### config.mk
export PLATFORM = sky130hd
export DESIGN_NAME = joystick_axis_map_deadband
export DESIGN_NICKNAME = d
export VERILOG_FILES = /design/src/hw/rtl/jamd_pkg.sv /design/src/hw/rtl/jamd_front.sv /design/src/hw/rtl/jamd_queue.sv /design/src/hw/rtl/jamd_back.sv /design/src/hw/rtl/joystick_axis_map_deadband.sv
export SDC_FILE = /design/constraint.sdc
export NUM_CORES = 1
export LEC_CHECK = 0
export ABC_AREA = 1
export BUFFER_PORTS_ARGS = -buffer_cell sky130_fd_sc_hd__clkbuf_2
export CORE_MARGIN = 4
export CORE_UTILIZATION = 50
export CTS_BUF_LIST = sky130_fd_sc_hd__clkbuf_4 sky130_fd_sc_hd__clkbuf_8 sky130_fd_sc_hd__clkbuf_16
export CTS_CLUSTER_DIAMETER = 50
export CTS_CLUSTER_SIZE = 30
export DETAILED_ROUTE_END_ITERATION = 8
export PLACE_DENSITY = 0.66
export SYNTH_ARGS = -nofsm -noshare
export SYNTH_HDL_FRONTEND = slang
export SYNTH_SLANG_ARGS = --single-unit
### constraint.sdc
create_clock -name clk -period 8.8 [get_ports clk]
set_input_delay 0 -clock clk [delete_from_list [all_inputs] [get_ports clk]]
set_output_delay 0 -clock clk [all_outputs]
set_load 0.02 [all_outputs]
### src/hw/rtl/jamd_pkg.sv
package jamd_pkg;

  localparam int ADC_BITS      = 12;
  localparam int FRACTION_BITS = 8;
  localparam int NUM_CH        = 4;
  localparam int CH_W          = 2;
  localparam int DIR_W         = NUM_CH;
  localparam int HELD_W        = 16;
  localparam int DB_W          = 15;
  localparam int SCALE_W       = 7;
  localparam int CFG_IDX_W     = 3;

  localparam int PROD_W    = ADC_BITS + SCALE_W;
  localparam int NUM_W     = PROD_W + FRACTION_BITS;
  localparam int Q_W       = SCALE_W + FRACTION_BITS;
  localparam int SAT_W     = HELD_W + 1;
  localparam int QX_W      = (Q_W > SAT_W) ? Q_W : SAT_W;
  localparam int DIV_CNT_W = $clog2(Q_W);
  localparam int S_TDATA_W = ((ADC_BITS + 7) / 8) * 8;
  localparam int M_TDATA_W = HELD_W;
  localparam int M_TUSER_W = CH_W + 1;
  localparam int CFG_DATA_W = (ADC_BITS > DB_W) ? ADC_BITS : DB_W;

  localparam int QUEUE_DEPTH = 2;
  localparam int QPTR_W      = $clog2(QUEUE_DEPTH);
  localparam int QCNT_W      = $clog2(QUEUE_DEPTH + 1);

  localparam logic [ADC_BITS-1:0] ADC_MAX      = '1;
  localparam logic [ADC_BITS-1:0] CENTRE_RESET = ADC_BITS'(1 << (ADC_BITS - 1));
  localparam logic [DB_W-1:0]     DEADBAND_RESET = DB_W'(1 << FRACTION_BITS);

  localparam logic [SCALE_W-1:0] ANGLE_FULL = SCALE_W'(90);
  localparam logic [SCALE_W-1:0] ANGLE_SNAP = SCALE_W'(87);
  localparam logic [SCALE_W-1:0] FAN_FULL   = SCALE_W'(100);
  localparam logic [SCALE_W-1:0] FAN_SNAP   = SCALE_W'(97);

  localparam logic [CH_W-1:0] FAN_CHANNEL = CH_W'(3);

  localparam logic [SAT_W-1:0] MAG_LIMIT = SAT_W'(1 << (HELD_W - 1));
  localparam logic [SAT_W-1:0] POS_LIMIT = SAT_W'((1 << (HELD_W - 1)) - 1);

  localparam logic [CFG_IDX_W-1:0] CFG_CENTRE_BASE  = CFG_IDX_W'(0);
  localparam logic [CFG_IDX_W-1:0] CFG_CENTRE_ROLL  = CFG_IDX_W'(1);
  localparam logic [CFG_IDX_W-1:0] CFG_CENTRE_PITCH = CFG_IDX_W'(2);
  localparam logic [CFG_IDX_W-1:0] CFG_CENTRE_FAN   = CFG_IDX_W'(3);
  localparam logic [CFG_IDX_W-1:0] CFG_DIRECTION    = CFG_IDX_W'(4);
  localparam logic [CFG_IDX_W-1:0] CFG_DEADBAND     = CFG_IDX_W'(5);

  typedef logic [NUM_CH-1:0][ADC_BITS-1:0] centre_arr_t;

  typedef struct packed {
    logic [CH_W-1:0]     ch;
    logic [ADC_BITS-1:0] mag;
    logic [ADC_BITS-1:0] den;
    logic                neg;
    logic                fan;
  } job_t;

  typedef enum logic [2:0] {
    BK_IDLE,
    BK_SCALE,
    BK_CHECK,
    BK_DIV,
    BK_WRITE
  } back_state_t;

endpackage

### src/hw/rtl/jamd_front.sv
module jamd_front (
  input  logic                             s_tvalid,
  output logic                             s_tready,
  input  logic [jamd_pkg::S_TDATA_W-1:0]   s_tdata,   // [11:0] adc_sample
  input  logic [jamd_pkg::CH_W-1:0]        s_tuser,   // [1:0] channel
  input  jamd_pkg::centre_arr_t            centre,
  input  logic [jamd_pkg::DIR_W-1:0]       direction,
  input  logic                             queue_full,
  output logic                             push,
  output jamd_pkg::job_t                   push_job
);
  import jamd_pkg::*;

  logic [ADC_BITS-1:0] adc;
  logic [ADC_BITS-1:0] ctr;
  logic                above;

  assign adc      = s_tdata[ADC_BITS-1:0];
  assign ctr      = centre[s_tuser];
  assign above    = adc > ctr;
  assign s_tready = !queue_full;
  assign push     = s_tvalid && !queue_full;

  always_comb begin
    push_job.ch  = s_tuser;
    push_job.fan = (s_tuser == FAN_CHANNEL);
    if (above) begin
      push_job.mag = adc - ctr;
      push_job.den = ADC_MAX - ctr;
    end else begin
      push_job.mag = ctr - adc;
      push_job.den = ctr;
    end
    // branch sign folded with the channel's direction flag
    push_job.neg = !above ^ direction[s_tuser];
  end

endmodule

### src/hw/rtl/jamd_queue.sv
module jamd_queue (
  input  logic           clk,
  input  logic           rst,
  input  logic           push,
  input  jamd_pkg::job_t push_job,
  output logic           full,
  input  logic           pop,
  output logic           valid,
  output jamd_pkg::job_t pop_job
);
  import jamd_pkg::*;

  job_t              entries [QUEUE_DEPTH];
  logic [QPTR_W-1:0] wr_ptr;
  logic [QPTR_W-1:0] rd_ptr;
  logic [QCNT_W-1:0] count;

  assign full    = (count == QCNT_W'(QUEUE_DEPTH));
  assign valid   = (count != '0);
  assign pop_job = entries[rd_ptr];

  always_ff @(posedge clk) begin
    if (rst) begin
      wr_ptr <= '0;
      rd_ptr <= '0;
      count  <= '0;
    end else begin
      if (push) wr_ptr <= wr_ptr + QPTR_W'(1);
      if (pop) rd_ptr <= rd_ptr + QPTR_W'(1);
      if (push && !pop) count <= count + QCNT_W'(1);
      else if (pop && !push) count <= count - QCNT_W'(1);
    end
  end

  always_ff @(posedge clk) begin
    if (push) entries[wr_ptr] <= push_job;
  end

endmodule

### src/hw/rtl/jamd_back.sv
module jamd_back (
  input  logic                            clk,
  input  logic                            rst,
  input  logic                            job_valid,
  input  jamd_pkg::job_t                  job_in,
  output logic                            pop,
  input  logic [jamd_pkg::DB_W-1:0]       deadband,
  output logic                            out_valid,
  input  logic                            out_ready,
  output logic [jamd_pkg::CH_W-1:0]       out_ch,
  output logic signed [jamd_pkg::HELD_W-1:0] out_held,
  output logic                            out_upd
);
  import jamd_pkg::*;

  back_state_t            state, state_next;
  job_t                   job;
  logic [PROD_W-1:0]      prod_a;
  logic [PROD_W-1:0]      prod_b;
  logic [ADC_BITS-1:0]    rem;
  logic [Q_W-1:0]         qd;
  logic [DIV_CNT_W-1:0]   cnt;
  logic signed [HELD_W-1:0] held [NUM_CH];

  logic [SCALE_W-1:0]     full_val;
  logic [SCALE_W-1:0]     snap_val;
  logic [NUM_W-1:0]       num;
  logic [ADC_BITS:0]      trial;
  logic                   trial_ge;
  logic [QX_W-1:0]        q_ext;
  logic [SAT_W-1:0]       q_sat;
  logic [SAT_W-1:0]       cur_wide;
  logic [HELD_W-1:0]      cur;
  logic [SAT_W-1:0]       diff;
  logic [SAT_W-1:0]       abs_diff;
  logic                   upd;
  logic                   write_go;

  assign full_val = job.fan ? FAN_FULL : ANGLE_FULL;
  assign snap_val = job.fan ? FAN_SNAP : ANGLE_SNAP;
  assign num      = NUM_W'(prod_a) << FRACTION_BITS;
  assign trial    = {rem, qd[Q_W-1]};
  assign trial_ge = trial >= {1'b0, job.den};

  // clamp, sign, then compare against the held value
  always_comb begin
    q_ext = QX_W'(qd);
    q_sat = (q_ext > QX_W'(MAG_LIMIT)) ? MAG_LIMIT : SAT_W'(q_ext);
    if (job.neg) cur_wide = SAT_W'(0) - q_sat;
    else if (q_sat > POS_LIMIT) cur_wide = POS_LIMIT;
    else cur_wide = q_sat;
    cur      = cur_wide[HELD_W-1:0];
    diff     = {cur[HELD_W-1], cur} - {held[job.ch][HELD_W-1], held[job.ch]};
    abs_diff = diff[SAT_W-1] ? SAT_W'(0) - diff : diff;
    upd      = abs_diff > SAT_W'(deadband);
  end

  always_ff @(posedge clk) begin
    if (rst) state <= BK_IDLE;
    else state <= state_next;
  end

  always_comb begin
    state_next = state;
    pop        = 1'b0;
    write_go   = 1'b0;
    unique case (state)
      BK_IDLE: begin
        if (job_valid) begin
          pop        = 1'b1;
          state_next = BK_SCALE;
        end
      end
      BK_SCALE: state_next = BK_CHECK;
      BK_CHECK: begin
        if (job.den == '0 || prod_a >= prod_b) state_next = BK_WRITE;
        else state_next = BK_DIV;
      end
      BK_DIV: begin
        if (cnt == '0) state_next = BK_WRITE;
      end
      BK_WRITE: begin
        if (!out_valid || out_ready) begin
          write_go   = 1'b1;
          state_next = BK_IDLE;
        end
      end
      default: state_next = BK_IDLE;
    endcase
  end

  always_ff @(posedge clk) begin
    unique case (state)
      BK_IDLE: begin
        if (job_valid) job <= job_in;
      end
      BK_SCALE: begin
        prod_a <= PROD_W'(job.mag) * PROD_W'(full_val);
        prod_b <= PROD_W'(job.den) * PROD_W'(snap_val);
      end
      BK_CHECK: begin
        cnt <= DIV_CNT_W'(Q_W - 1);
        if (job.den == '0) begin
          qd <= '0;
        end else if (prod_a >= prod_b) begin
          qd <= Q_W'(full_val) << FRACTION_BITS;
        end else begin
          // top bits of the dividend are already below the divisor
          rem <= num[NUM_W-1:Q_W];
          qd  <= num[Q_W-1:0];
        end
      end
      BK_DIV: begin
        rem <= trial_ge ? ADC_BITS'(trial - {1'b0, job.den}) : trial[ADC_BITS-1:0];
        qd  <= {qd[Q_W-2:0], trial_ge};
        cnt <= cnt - DIV_CNT_W'(1);
      end
      BK_WRITE: begin
      end
      default: begin
      end
    endcase
  end

  always_ff @(posedge clk) begin
    if (rst) begin
      out_valid <= 1'b0;
      for (int i = 0; i < NUM_CH; i++) held[i] <= '0;
    end else begin
      if (write_go) begin
        out_valid <= 1'b1;
        if (upd) held[job.ch] <= cur;
      end else if (out_ready) begin
        out_valid <= 1'b0;
      end
    end
  end

  always_ff @(posedge clk) begin
    if (write_go) begin
      out_ch   <= job.ch;
      out_held <= upd ? cur : held[job.ch];
      out_upd  <= upd;
    end
  end

endmodule

### src/hw/rtl/joystick_axis_map_deadband.sv
// channel   | direction | handshake          | payload
// s         | in        | s_tvalid/s_tready  | tdata adc_sample, tuser channel
// m         | out       | m_tvalid/m_tready  | tdata held_value, tuser channel_out, updated
// cfg       | in        | cfg_valid/cfg_ready| cfg_index, cfg_data
//
// a request passes the back end's scale, check, divide and write steps; the restoring
// divider yields one quotient bit per cycle, and a snapped or zero result skips it
// the front classifies in the accept cycle and a two-entry queue lets it take
// two more requests while the back end is busy
// reset restores default centres, direction and deadband and clears held values
// a stalled m_tready holds the result register and parks the back end at its write step
module joystick_axis_map_deadband (
  input  logic                                 clk,
  input  logic                                 rst,
  input  logic                                 s_tvalid,
  output logic                                 s_tready,
  input  logic [jamd_pkg::S_TDATA_W-1:0]       s_tdata,   // [11:0] adc_sample
  input  logic [jamd_pkg::CH_W-1:0]            s_tuser,   // [1:0] channel
  output logic                                 m_tvalid,
  input  logic                                 m_tready,
  output logic [jamd_pkg::M_TDATA_W-1:0]       m_tdata,   // [15:0] held_value
  output logic [jamd_pkg::M_TUSER_W-1:0]       m_tuser,   // [1:0] channel_out, [2] updated
  input  logic                                 cfg_valid,
  output logic                                 cfg_ready,
  input  logic [jamd_pkg::CFG_IDX_W-1:0]       cfg_index,
  input  logic [jamd_pkg::CFG_DATA_W-1:0]      cfg_data
);
  import jamd_pkg::*;

  centre_arr_t          centre;
  logic [DIR_W-1:0]     direction;
  logic [DB_W-1:0]      deadband;

  logic                 push;
  job_t                 push_job;
  logic                 queue_full;
  logic                 pop;
  logic                 job_valid;
  job_t                 pop_job;

  logic [CH_W-1:0]      out_ch;
  logic signed [HELD_W-1:0] out_held;
  logic                 out_upd;

  assign cfg_ready = 1'b1;

  always_ff @(posedge clk) begin
    if (rst) begin
      for (int i = 0; i < NUM_CH; i++) centre[i] <= CENTRE_RESET;
      direction <= '0;
      deadband  <= DEADBAND_RESET;
    end else if (cfg_valid) begin
      unique case (cfg_index)
        CFG_CENTRE_BASE, CFG_CENTRE_ROLL, CFG_CENTRE_PITCH, CFG_CENTRE_FAN:
          centre[cfg_index[CH_W-1:0]] <= cfg_data[ADC_BITS-1:0];
        CFG_DIRECTION: direction <= cfg_data[DIR_W-1:0];
        CFG_DEADBAND:  deadband  <= cfg_data[DB_W-1:0];
        default: begin
        end
      endcase
    end
  end

  jamd_front u_front (
    .s_tvalid  (s_tvalid),
    .s_tready  (s_tready),
    .s_tdata   (s_tdata),
    .s_tuser   (s_tuser),
    .centre    (centre),
    .direction (direction),
    .queue_full(queue_full),
    .push      (push),
    .push_job  (push_job)
  );

  jamd_queue u_queue (
    .clk     (clk),
    .rst     (rst),
    .push    (push),
    .push_job(push_job),
    .full    (queue_full),
    .pop     (pop),
    .valid   (job_valid),
    .pop_job (pop_job)
  );

  jamd_back u_back (
    .clk      (clk),
    .rst      (rst),
    .job_valid(job_valid),
    .job_in   (pop_job),
    .pop      (pop),
    .deadband (deadband),
    .out_valid(m_tvalid),
    .out_ready(m_tready),
    .out_ch   (out_ch),
    .out_held (out_held),
    .out_upd  (out_upd)
  );

  assign m_tdata = M_TDATA_W'(out_held);
  assign m_tuser = {out_upd, out_ch};

endmodule
== After elaboration in Yosys (flattened, before gate mapping) ==
Memory sizes are Yosys's and may differ from the RTL's. A register that Yosys moved wholly into a read port is not among the register bits.
Index checks and enable logic that the tools add are counted.
W data, S select, Z words.
Word-level totals
  register bits: 163
  bits in latches: 0
  bits in writable memories: 120
  ROM bits: 0
  bits of input ports: 41
  output and inout bits: 22
  word-level logic and storage cells: 131
  memories: 2
Memories
  u_back.held: depth 4, bits a word 16, read ports 1, clocked after Yosys merged registers in 0, write ports 4, RTL line jamd_back.sv:23  | logic signed [HELD_W-1:0] held [NUM_CH];
  u_queue.entries: depth 2, bits a word 28, read ports 1, clocked after Yosys merged registers in 1, write ports 1, RTL line jamd_queue.sv:13  | job_t entries [QUEUE_DEPTH];
Cells by class
  $add $sub $neg: 12
  multiply operators: 2
  divide/modulo/power cells: 0
  $lt $le $gt $ge: 7
  eq/ne operators: 16
  shifts and indexed selects: 0
  multiplexer cells: 45
  bitwise logic cells: 1
  reduce and logical (&&, ||, !) cells: 27
Operators by type and width (count)
  $mux W12: 5
  $bwmux W48: 1
  $mux W16: 3
  $mul A12 B7 Y19: 2
  $sub A12 B12 Y12: 3
  $mux W15: 2
  $pmux W15 S2: 1
  $bmux W12 S2: 1
  $demux W12 S2: 1
  $mux W24: 1
  $pmux W12 S2: 1
  $ge A19 B19 Y1: 1
  $gt A17 B15 Y1: 1
  $mux W17: 1
  $sub A1 B17 Y17 const A: 1
  $sub A16 B16 Y17: 1
  $mux W1: 16
  $reduce_or A16 Y1: 1
  $sub A1 B15 Y16 const A: 1
  $pmux W3 S5: 1
  $ge A13 B12 Y1: 1
  $eq A3 B2 Y1 const B: 4
  $gt A12 B12 Y1: 1
  $logic_not A12 Y1: 1
  other kinds (27): 58

== Longest topological paths before layout ==
  depth after elaboration: 12
  mapped depth: 40
  depth with buffers taken out: 37

== Hierarchy ==
From an unflattened synthesis, not the netlist that was laid out.
Second synthesis, totals
  cells, all modules: 2418
  area total of the unflattened synthesis: 21353.0 um^2
By module, submodules not included
  jamd_back: instances 1, cells an instance 1506, area an instance 14098.5 um^2, sequential area each 5495.3 um^2
  joystick_axis_map_deadband: instances 1, cells an instance 398, area an instance 2815.2 um^2, sequential area each 1341.3 um^2
  jamd_queue: instances 1, cells an instance 120, area an instance 2349.8 um^2, sequential area each 1781.7 um^2
  jamd_front: instances 1, cells an instance 394, area an instance 2089.5 um^2, sequential area each 0.0 um^2

== Worst setup path after synthesis ==
OpenSTA, ideal clock, no wires.
  path kind: flip-flop to flip-flop
  start: reg u_back.qd[0]
  end: mem u_back.held[0][0] (enable)
  arrival: 5868 ps
  data required time: 8389 ps
  slack: 2520 ps
  cell stages (with the launch flop): 34
  path through: edfxtp_1 inv_1 ha_1 or2_2 o21ai_0 inv_1 fa_1 nand3_1 nand2_1 nand2_1 nand2_1 nand2_1 nand2_1 nand3_1 nand2_1 nand3b_1 nand2_2 a21oi_2 inv_1 nand2_1 nand2_1 buf_6 nor2_1 xor2_1 inv_1 ha_1 nand4_1 o41ai_1 nand2_1 a31oi_1 o22ai_1 nand3_4 nand4_4 o21ai_0
RTL lines
  start, declared: RTL line jamd_back.sv:21  | logic [Q_W-1:0] qd;
  start signal, assigned: RTL line jamd_back.sv:106  | qd <= Q_W'(full_val) << FRACTION_BITS;
  start signal, assigned: RTL line jamd_back.sv:110  | qd <= num[Q_W-1:0];
  start signal, assigned: RTL line jamd_back.sv:115  | qd <= {qd[Q_W-2:0], trial_ge};
  end, declared: RTL line jamd_back.sv:23

==> results <==
- The run finished with clean final reports.
- The DRC violation total after the first TritonRoute iteration is 1077.
- The width of the die is 207 µm.
- The most common cell after layout, fill and taps aside is nand2_1.
- The number of buffer cells added on primary ports is 57.
- The die is roughly 210 µm tall.
- The count of endpoints failing hold in the final timing report is 0.
- The first-pass GRT wire length is 70.5 mm.
- Based on the critical path, the design can be clocked at up to 0.135 GHz.
- The per-cell routed wire length is 15.6 µm.
- The via count of the first global-routing pass came to 14220.
- The H-tree was split into 2 levels.
- The worst setup skew after layout is 0.0518 ns.
- The HPWL after detailed placement is 32.1 mm.
- In this run the remaining antenna-violating nets after routing total 0.
- Clock tree synthesis found a total of a little over 300 sinks.
- The number of buffer and inverter stages on the critical path is 4.
- STA classifies the critical path endpoint as a register.
- Buffers inserted during clock tree synthesis total 38.
- After technology mapping, the gate count stands at 2163.
- In the final layout, the multi-input gates occupy between 0.009 and 0.01 mm².
- The area of the die is 0.0430 mm².
- The fraction of the mapped netlist area in compound gates is 9.70%.
- The final wirelength is 43.2 mm.
- Leaving out fill and tap cells, the most frequent cells in the layout are 380 x nand2_1, 268 x inv_1, 263 x nor2_1, 235 x edfxtp_1, 182 x ha_1.
- The cell family contributing the most delay on the critical path is simple AND/OR/NAND/NOR gates.
- Of the total synthesized cell area, the portion taken by full adders, half adders and majority gates is 18.7%.
- The total setup buffers inserted after CTS is 0.
- The overflow left after global routing is 0.
- By area the synthesized netlist is led by edfxtp_1 35%, ha_1 11%, dfxtp_1 7.6%.
- The initial cell density of the core is between 50% and 60%.
- The multiplexer share of the synthesized area is 0.264%.
- Dividing the final minimum period by the clock period gives roughly 84%.
- The proportion of synthesized flip-flops having asynchronous set or reset is 0%.
- Using the TritonRoute via totals, the vias-per-cell ratio works out to 5.26.
- The DRC violation count after routing is 0.
- The synthesized netlist occupies a cell area of 0.0199 mm².
- The most used flip-flop cell after synthesis is edfxtp_1.
- The measured slew at the worst slew-check pin is approximately 1.2 ns.
- The final-report max-slew violation count is 0.
- In this run, synthesis inferred 235 flip-flops with an integrated enable.
- The number of instances resized during post-cts repair is 0.
- In this run the standard cell core region covers 0.0390 mm².
- The largest net degree at the start of global routing is 78.
- The dominant combinational cell family by area after synthesis is adder cells.
- The dominant cell type by area after synthesis is edfxtp_1.
- Setup repair after global routing left no endpoint under its margin.
- The setup path with the least slack is of type reg -> reg.
- The headroom to the max-slew limit is 22.8%.
- The number of warnings issued by yosys is 0.
- In this run the worst path has a maximum fanout of 37.
- STA classifies the critical path startpoint as a register.
- The number of I/O pins is 63.
- The count of hold buffers inserted by post-cts repair is 26.
- The post-synthesis simple-gate area fraction is between 10% and 20%.
- The total global-route track usage is 19.8%.
- The clock network latency to the later pin of the worst-skew pair is 0.57 ns.
- The tightest min-delay check is of the in -> reg type.
- The initial antenna violation count is 0.
- A synthesized cell averages 9.19 µm².
- The max-cap check violation count is 0.
- After clock tree synthesis, the clock-pin slew on the worst setup and hold paths is 0.07 ns.
- Summing over every cut layer, the via total after detailed routing is 14605.
- The post-route netlist has 9.13% of its cells at a drive strength greater than 1.
- The most frequent cell on the critical path is nand2_1.
- Data on the critical path arrives at its endpoint at about 7.6 ns.
- The number of storage elements in the synthesis netlist is 310.
- The sequential cell area is 0.00856 mm².
- The number of setup violations in the final report is 0.
- The maximum single-stage delay on the critical path is 0.94 ns.
- The filler cells instantiated in the layout total 3359.
- After synthesis, the netlist uses 59 different library cells.
- The final sum of negative setup slack is 0 ns.
- The last weighted congestion value of the routability-driven placer is between 0.8 and 0.9.
- The share of synthesized area occupied by flip-flops and latches is 43.0%.
- The repair_antennas step left the layout with diodes totalling 0.
- The first-pass iteration count of the detailed router is 6.
- The area growth from synthesis to final layout is 11.9%.
- After Yosys synthesis, XOR and XNOR cells account for 3.91% of the synthesized area.
- Data on the critical path is required at its endpoint by around 9.0 ns.
- The library cell contributing the largest single delay on the critical path is edfxtp_1.
- The top-area cell type share of the netlist area is 35.5%.
- The net count of the finished layout is 2521.
- The clock root buffer is clkbuf_16.
- The shortest clock period the worst path allows after layout is about 7.4 ns.
- The site row count is a little over 70.
- TritonCTS built the clock tree.
- The maximum count of clock buffers along a single path is 3.
[cells in the mapped netlist, types with 4 or more instances]
cell type and number:
clkbuf_1 60, edfxtp_1 235, nor4_1 5, buf_1 4, dfxtp_1 75, a21oi_1 121
nor2_1 266, nand2_2 6, buf_2 6, ha_1 182, inv_2 9, o21ai_1 4
nor3_2 23, buf_6 4, o211ai_1 7, o21bai_1 5, inv_1 269, nand3_1 57
nand3b_1 6, nand2_1 380, a31oi_1 6, o21ai_0 150, o22ai_1 7, fa_1 72
xnor2_1 16, xor2_1 71, a221oi_1 13, nand4_1 13, nor3_1 32, a32oi_1 11
a21o_1 5
[kinds of logic after synthesis]
group / count (synthesis)
and+or+nand+nor: 803
buffers and inverters: 357
AOI/OAI and AO/OA: 344
DFF: 310
adders and majority gates: 254
xor gates and xnor gates: 88
muxes: 5
other: 2
[registers in the layout (all words and copies together) (netlist names)]
name	count
u_back.out_ch	2
u_back.state	3
u_queue.count	2
u_back.out_valid	1
u_back.out_upd	1
deadband	15
u_back.qd	15
u_back.held	64
u_back.cnt	4
u_back.job	28
u_back.rem	12
direction	4
u_queue.entries	56
u_back.out_held	16
u_back.prod_a	18
u_queue.wr_ptr	1
u_queue.rd_ptr	1
centre	48
u_back.prod_b	19
[metrics by stage]
step | setup WS, ns | std cells | cell area [µm²] | utilization (%) | hold slack, ns
after floorplan | 2.52 | 2166 | 19900 | - | 0.0691
after global placement | 1.64 | 2678 | 20600 | 52.9 | 0.273
after detailed placement | 1.55 | 2678 | 20600 | 52.9 | 0.283
after CTS | 1.47 | 2774 | 22200 | 57.0 | 0.0161
after global routing | 0.753 | 2774 | 22200 | 57.0 | 0.0266
final | 1.41 | 2774 | 22200 | 57.0 | 0.0465
[worst min-delay path, cell delays in order]
cell      delay (ns)
clkbuf_2        0.09
ha_1            0.20
xor2_1          0.13
[final timing paths]
kind	from	endpoint	slack, ns	cells after the start
worst max-delay path	u_back.job[27]	u_back.held[2][7]	1.41	35
worst min-delay path	s_tdata[11]	u_queue.entries[1][25]	0.05	3
worst max register to register	u_back.job[27]	u_back.held[2][7]	1.41	35
worst min register to register	deadband[13]	deadband[13]	0.46	2
[area by class of cell]
type                            instances  area share (%)
Multi-Input combinational cell       1499            44.8
Sequential cell                       310            38.5
Inverter                              280            4.74
Clock buffer                           39            4.39
Timing Repair Buffer                   97            2.92
Tap cell                              518            2.91
Clock inverter                         31            1.73
[metal layers]
layer | global-route usage [%] | vias to the layer above | part of all wire (%)
met5 | 0 | - | 0
met4 | 7.20 | 0 | 3.5
met3 | 3.23 | 82 | 5.2
met2 | 32.2 | 362 | 46
met1 | 27.0 | 6812 | 45
li1 | - | 7349 | -
Power is not shown: default switching activity piles up to over one toggle a cycle in this logic, so the estimate is an artifact.
